==> src/hdl/ght_pkg.sv <==
// ---------------------------------------------------------------------------
// Generational handle table package
// Shared constants, payload words, codes and controller/datapath bundles.
// ---------------------------------------------------------------------------
package ght_pkg;

    localparam int TABLE_DEPTH = 256;
    localparam int ADDR_W      = $clog2(TABLE_DEPTH);
    localparam int CNT_W       = ADDR_W + 1;
    localparam int UUID_W      = 64;
    localparam int GEN_W       = 32;
    localparam int MAX_W       = 9;

    localparam logic [GEN_W-1:0] GEN_UNINIT = '1;
    localparam logic [GEN_W-1:0] GEN_RESET  = GEN_W'(1);
    localparam logic [MAX_W-1:0] MAX_RESET  = MAX_W'(256);

    typedef enum logic [1:0] {
        FN_ALLOC   = 2'd0,
        FN_LOOKUP  = 2'd1,
        FN_DESTROY = 2'd2,
        FN_NONE    = 2'd3
    } t_func;

    typedef enum logic [2:0] {
        ST_OK        = 3'd0,
        ST_REFRESHED = 3'd1,
        ST_DELETED   = 3'd2,
        ST_DESTROYED = 3'd3,
        ST_FULL      = 3'd4,
        ST_UNINIT    = 3'd5
    } t_status;

    typedef struct packed {
        t_func             func;
        logic [UUID_W-1:0] handle_uuid;
        logic [7:0]        handle_index;
        logic [GEN_W-1:0]  handle_generation;
    } t_in;

    typedef struct packed {
        t_status           status;
        logic [7:0]        slot_index;
        logic [GEN_W-1:0]  out_generation;
        logic [UUID_W-1:0] out_uuid;
    } t_out;

    typedef struct packed {
        logic    load;
        logic    walk_init;
        logic    walk_from_slot;
        logic    walk;
        logic    shift_wr;
        logic    take_idx;
        logic    capture;
        logic    emit;
        logic    alloc;
        logic    destroy;
        t_status code;
    } t_dp_cmd;

    typedef struct packed {
        t_func func;
        logic  full;
        logic  gen_zero;
        logic  gen_ones;
        logic  gen_match;
        logic  idx_live;
        logic  hit;
        logic  dval;
        logic  walk_end;
        logic  out_free;
    } t_dp_sts;

endpackage

==> src/hdl/ght_ctrl.sv <==
// ---------------------------------------------------------------------------
// Generational handle table controller
// Sequences decode, unique-id search, compaction and result hand-off.
// ---------------------------------------------------------------------------
module ght_ctrl import ght_pkg::*; (
    input  logic    i_clk,
    input  logic    i_rst_n,
    input  logic    i_in_valid,
    output logic    o_in_ready,
    input  t_dp_sts i_sts,
    output t_dp_cmd o_cmd
);

    typedef enum logic [2:0] {
        S_IDLE,
        S_DECODE,
        S_SEARCH,
        S_PREP,
        S_SHIFT,
        S_EMIT
    } t_state;

    t_state  r_state;
    t_state  n_state;
    t_status r_code;
    t_status n_code;

    always_comb begin
        n_state    = r_state;
        n_code     = r_code;
        o_cmd      = '0;
        o_cmd.code = r_code;
        o_in_ready = (r_state == S_IDLE);
        unique case (r_state)
            S_IDLE: begin
                if (i_in_valid) begin
                    o_cmd.load = 1'b1;
                    n_state    = S_DECODE;
                end
            end
            S_DECODE: begin
                priority if (i_sts.func == FN_NONE) begin
                    n_state = S_IDLE;
                end else if (i_sts.func == FN_ALLOC) begin
                    n_code  = i_sts.full ? ST_FULL : ST_OK;
                    n_state = S_EMIT;
                end else if (i_sts.gen_zero) begin
                    n_code  = ST_DESTROYED;
                    n_state = S_EMIT;
                end else if (i_sts.gen_ones) begin
                    n_code  = ST_UNINIT;
                    n_state = S_EMIT;
                end else if (i_sts.gen_match) begin
                    if (!i_sts.idx_live) begin
                        n_code  = ST_DELETED;
                        n_state = S_EMIT;
                    end else begin
                        o_cmd.take_idx = 1'b1;
                        n_code         = ST_OK;
                        n_state        = (i_sts.func == FN_DESTROY) ? S_PREP : S_EMIT;
                    end
                end else begin
                    o_cmd.walk_init = 1'b1;
                    n_code          = ST_REFRESHED;
                    n_state         = S_SEARCH;
                end
            end
            S_SEARCH: begin
                // The read port is registered, so its data trails the pointer.
                o_cmd.walk = 1'b1;
                if (i_sts.hit) begin
                    o_cmd.capture = 1'b1;
                    n_state       = (i_sts.func == FN_DESTROY) ? S_PREP : S_EMIT;
                end else if (!i_sts.dval && i_sts.walk_end) begin
                    n_code  = ST_DELETED;
                    n_state = S_EMIT;
                end
            end
            S_PREP: begin
                o_cmd.walk_init      = 1'b1;
                o_cmd.walk_from_slot = 1'b1;
                n_state              = S_SHIFT;
            end
            S_SHIFT: begin
                o_cmd.walk     = 1'b1;
                o_cmd.shift_wr = 1'b1;
                if (!i_sts.dval && i_sts.walk_end) begin
                    n_state = S_EMIT;
                end
            end
            S_EMIT: begin
                // Table state changes in the same cycle the result word is loaded.
                if (i_sts.out_free) begin
                    o_cmd.emit    = 1'b1;
                    o_cmd.alloc   = (i_sts.func == FN_ALLOC) && (r_code == ST_OK);
                    o_cmd.destroy = (i_sts.func == FN_DESTROY)
                                    && ((r_code == ST_OK) || (r_code == ST_REFRESHED));
                    n_state       = S_IDLE;
                end
            end
            default: begin
                n_state = S_IDLE;
            end
        endcase
    end

    always_ff @(posedge i_clk) begin
        if (!i_rst_n) begin
            r_state <= S_IDLE;
            r_code  <= ST_OK;
        end else begin
            r_state <= n_state;
            r_code  <= n_code;
        end
    end

endmodule

==> config.mk <==
export PLATFORM = sky130hd
export DESIGN_NAME = ght_ctrl
export DESIGN_NICKNAME = d
export VERILOG_FILES = /design/src/hdl/ght_pkg.sv /design/src/hdl/ght_ctrl.sv
export SDC_FILE = /design/constraint.sdc
export NUM_CORES = 1
export LEC_CHECK = 0
export BUFFER_PORTS_ARGS = -buffer_cell sky130_fd_sc_hd__buf_2
export CELL_PAD_IN_SITES_DETAIL_PLACEMENT = 1
export CELL_PAD_IN_SITES_GLOBAL_PLACEMENT = 2
export CORE_MARGIN = 2
export CORE_UTILIZATION = 23
export CTS_CLUSTER_SIZE = 25
export DETAILED_ROUTE_END_ITERATION = 16
export GPL_TIMING_DRIVEN = 0
export PLACE_DENSITY_LB_ADDON = 0.1
export SYNTH_ARGS = -nofsm -noshare
export SYNTH_HDL_FRONTEND = slang
export SYNTH_SLANG_ARGS = --single-unit
export TNS_END_PERCENT = 100
==> constraint.sdc <==
create_clock -name i_clk -period 4.35 [get_ports i_clk]
set_input_delay 0.6525 -clock i_clk [delete_from_list [all_inputs] [get_ports i_clk]]
set_output_delay 0.6525 -clock i_clk [all_outputs]
set_load 0.01 [all_outputs]
# == After elaboration in Yosys (flattened, before gate mapping) ==
# Index checks and enable logic that the tools add are counted.
# word_totals
in_bits,14
reg_bits,6
out_inout_bits,14
# classes
n_reduce_logical,12
n_mux,44
eq_ne,13
# ops
cell,n
$mux 3,20
$mux 1,19
$pmux 3 s6,1
$ne 2x2->1 const B,5
$eq 3x1->1 const B,2
$eq 3x2->1 const B,2
$eq 3x3->1 const B,2
$logic_not 3->1,2
$pmux 3 s2,1
$eq 2x2->1 const B,2
$mux 2,2
$reduce_and 4->1,1
$logic_and 1x1->1,3
$logic_not 2->1,1
$pmux 1 s2,1
$reduce_and 2->1,1
$reduce_bool 2->1,1
$reduce_or 2->1,1
$logic_not 1->1,1
$logic_or 1x1->1,1

# == Depth between registers and ports, before layout ==
# logic_depth
word_depth,9
mapped_depth,5
mapped_depth_nobuf,4

# == Worst setup path after synthesis ==
# OpenSTA, ideal clock, no wires.
# synth_path
kind,input-to-output
startpoint,input i_sts[5] in the netlist's numbering
endpoint,output o_cmd[11] in the netlist's numbering
t_required_ps,3697
path_stages,3
t_arrival_ps,1395
n_path_buf,0
path_slack_ps,2303
cell_sequence,nor4_1 a21oi_1 nor3b_1
# synth_lines
item,line_no,source
start: declaration,ght_ctrl.sv:10,"input t_dp_sts i_sts,"
end: declaration,ght_ctrl.sv:11,output t_dp_cmd o_cmd

==> run_results.csv <==
group,metric,value,unit
hold_path,hold_class,"flip-flop to flip-flop",
worst_setup_path,worstSetupPathType,"flip-flop to output pin",
drt,drt_iter0_drc,2,
placement,dp_hpwl,1.36,mm
clock_network,clock_latency,240,ps
clock_network,cts_tree,"done",
floorplanning,rows,17,
global_route,grt_pass1_wl,2.90,mm
drt,firstDrtPassIters,2,
logic_synthesis,synthCells,73,
global_route,grt_pass1_vias,641,
drt,vias_per_cell,4.84,
placement,place_ws,2020,ps
global_route,grt_overflow_total,0,
finish,diodes,0,
clock_network,htreeDepth,1,
logic_synthesis,syn_avg_cell_area,7.37,um^2
floorplanning,die_w,52.4,um
worst_setup_path,rrSetupSlack,2690,ps
logic_synthesis,yosysTopAreaCell,"dfxtp_1",
worst_setup_path,cp-startpoint,"r_state[1]",
worst_setup_path,end_kind,"output pin",
timing,worst_pin_slew,668,ps
worst_setup_path,reg2reg_depth,5,
clock_network,cts.sinks,6,
worst_setup_path,r2r_start,"r_state[0]",
run_status,status,"completed",
logic_synthesis,synth_ff_type,"dfxtp_1",
floorplanning,die_h,52.4,um
logic_synthesis,yosysUniqueCellTypes,35,
timing,post-route-period-util,0.533,
timing,rsz0062_at_grt,"false",
placement,port_buffers,27,
worst_setup_path,path_max_fanout,10,
clock_network,clk_pin_slew_worst_paths,50,ps
timing,setup_viol,0,
worst_setup_path,cp.required,3700,ps
timing,fin_tns_setup,0,ps
logic_synthesis,netlist_area,538,um^2
clock_network,cts_resized,0,
timing,maxSlewViolCount,0,
global_route,grt_max_degree,11,
drt,wl_per_cell,13.0,um
worst_setup_path,start_kind,"flip-flop",
timing,hold_violations,0,
logic_synthesis,synth_edf_count,0,
run,maxCapViolCount,0,
logic_synthesis,postSynth.asyncResetShare,0,
clock_network,hold_buffers,0,
pwr,cellLeakagePower,0.327,nW
logic_synthesis,synth.area.top_cells,"dfxtp_1, nand2_1, nor2_1",
worst_setup_path,cpPeakStageDelay,310,ps
clock_network,post_cts_buffers,0,
timing,fin_crit,2320,ps
pwr,power_density,283,mW/mm^2
drt,num_vias,634,
worst_setup_path,endpoint,"o_cmd[7]",
logic_synthesis,synth_warnings,0,
floorplanning,start_util,0.243,
drt,ant_nets,0,
worst_setup_path,worst_ep_arrival_time,1670,ps
logic_synthesis,ys_ff_latch,6,
floorplanning,ios,28,
worst_setup_path,cpMaxStageDelayCell,"or2b_1",
clock_network,clockBufferDepth,2,
floorplanning,core_area,0.00221,mm^2
clock_network,clock-root-buffer,"clkbuf_4",
drt,drt_wl_total,1.70,mm
pwr,peakVddDrop,0.135,mV
global_route,grt_antenna_before_repair,0,
timing,finClkSkew,5.19,ps
finish,drive_gt1_frac,0.369,
finish,area_growth,35.8,%
worst_setup_path,worstPathCellList,"clkbuf_1 -> or2b_1 -> nor3_1 -> and4_1 -> buf_2",
placement,globalplace.congestion,0.729,
clock_network,cts_buffers,3,
floorplanning,fp.dieArea,0.00274,mm^2
timing,layout_setup_ws,2030,ps
global_route,grt_usage,0.143,
timing,relSlewSlack,0.543,
timing,fmax,431,MHz
logic_synthesis,synth_nets,87,
logic_synthesis,ys_seq_area_frac,0.223,
logic_synthesis,synth_top_area_frac,0.223,
finish,nets,119,
worst_setup_path,timing.rr.end,"r_code[2]",
drt,drc_errors,0,
metal layers:
| layer | track usage | routed length, um | vias up |
|---|---|---|---|
| li1 | - | - | 333 |
| met1 | 0.195 | 838 | 284 |
| met2 | 0.221 | 775 | 15 |
| met3 | 0.0114 | 74 | 2 |
| met4 | 0.0769 | 10 | 0 |
| met5 | 0 | 0 | - |
cell usage after synthesis (2+ instances only):
cell      instances
nor2_1            8
a21oi_1           4
nand2_1           9
nand2b_1          3
or2b_1            2
nor3b_1           4
nor2b_1           3
o21ai_0           3
dfxtp_1           6
clkbuf_1          2
and2_1            2
nor3_1            3
nor4_1            2
logic make-up (layout without fill, tap and decap cells):
group                  after synthesis  after routing  share of synthesized area
AND/OR/NAND/NOR                     45             45                      0.493
flip-flops                           6              6                      0.223
XOR/XNOR                             1              1                     0.0163
AO/OA/AOI/OAI                       17             17                      0.226
buffers and inverters                4             34                     0.0419
state kept, by name, indices dropped and copies added, names as in the netlist:
register and flops:
r_code 3, r_state 3
where the power goes:
part	total [mW]	switching, mW	leakage (nW)	internal, mW
combinational	0.0883	0.0494	0.264	0.0389
clock	0.0514	0.0202	0.0138	0.0312
sequential	0.0669	0.00459	0.0491	0.0623
area by class of cell:
class / count / area, um^2
inverters: 1 / 3.75
clock buffers: 3 / 22.5
fillers: 299 / 1480
flip-flops and latches: 6 / 120
multi-input cells: 63 / 395
plain buffers: 3 / 18.8
well taps: 28 / 35.0
repair buffers: 27 / 135
critical path: cells and delay by family (launching register included):
family	cells	cell delay, ps
flip-flops	1	300
AND/OR/NAND/NOR	3	780
buffers and inverters	2	340
stage by stage:
stage / hold slack, ps / power (mW) / util / instances / area (um^2)
final: 560 / 0.207 / 0.330 / 131 / 731
after global routing: 592 / 0.226 / 0.330 / 131 / 731
after CTS: 563 / 0.212 / 0.330 / 131 / 731
after detailed placement: 548 / 0.157 / 0.320 / 128 / 708
after global placement: 555 / 0.158 / 0.320 / 128 / 708
after floorplan: 593 / 0.123 / - / 73 / 538
how the worst min path moves through the flow:
stage	from	to	slack, ps	depth (start not counted)
after floorplan	r_code[0]	r_code[0]	590	2
after global placement	r_code[1]	r_code[1]	550	1
after detailed placement	r_code[1]	r_code[1]	550	1
after CTS	r_code[1]	r_code[1]	560	1
after global routing	r_code[1]	r_code[1]	590	1
final	r_code[1]	r_code[1]	560	1
cells in the final DEF (no fill, tap or decap), types with 4 or more instances in the layout:
| master | instances |
|---|---|
| buf_2 | 27 |
| a21oi_1 | 4 |
| nand2_1 | 9 |
| nor2_1 | 8 |
| nor3b_1 | 4 |
| dfxtp_1 | 6 |
Power figures use the tool's default switching activity.
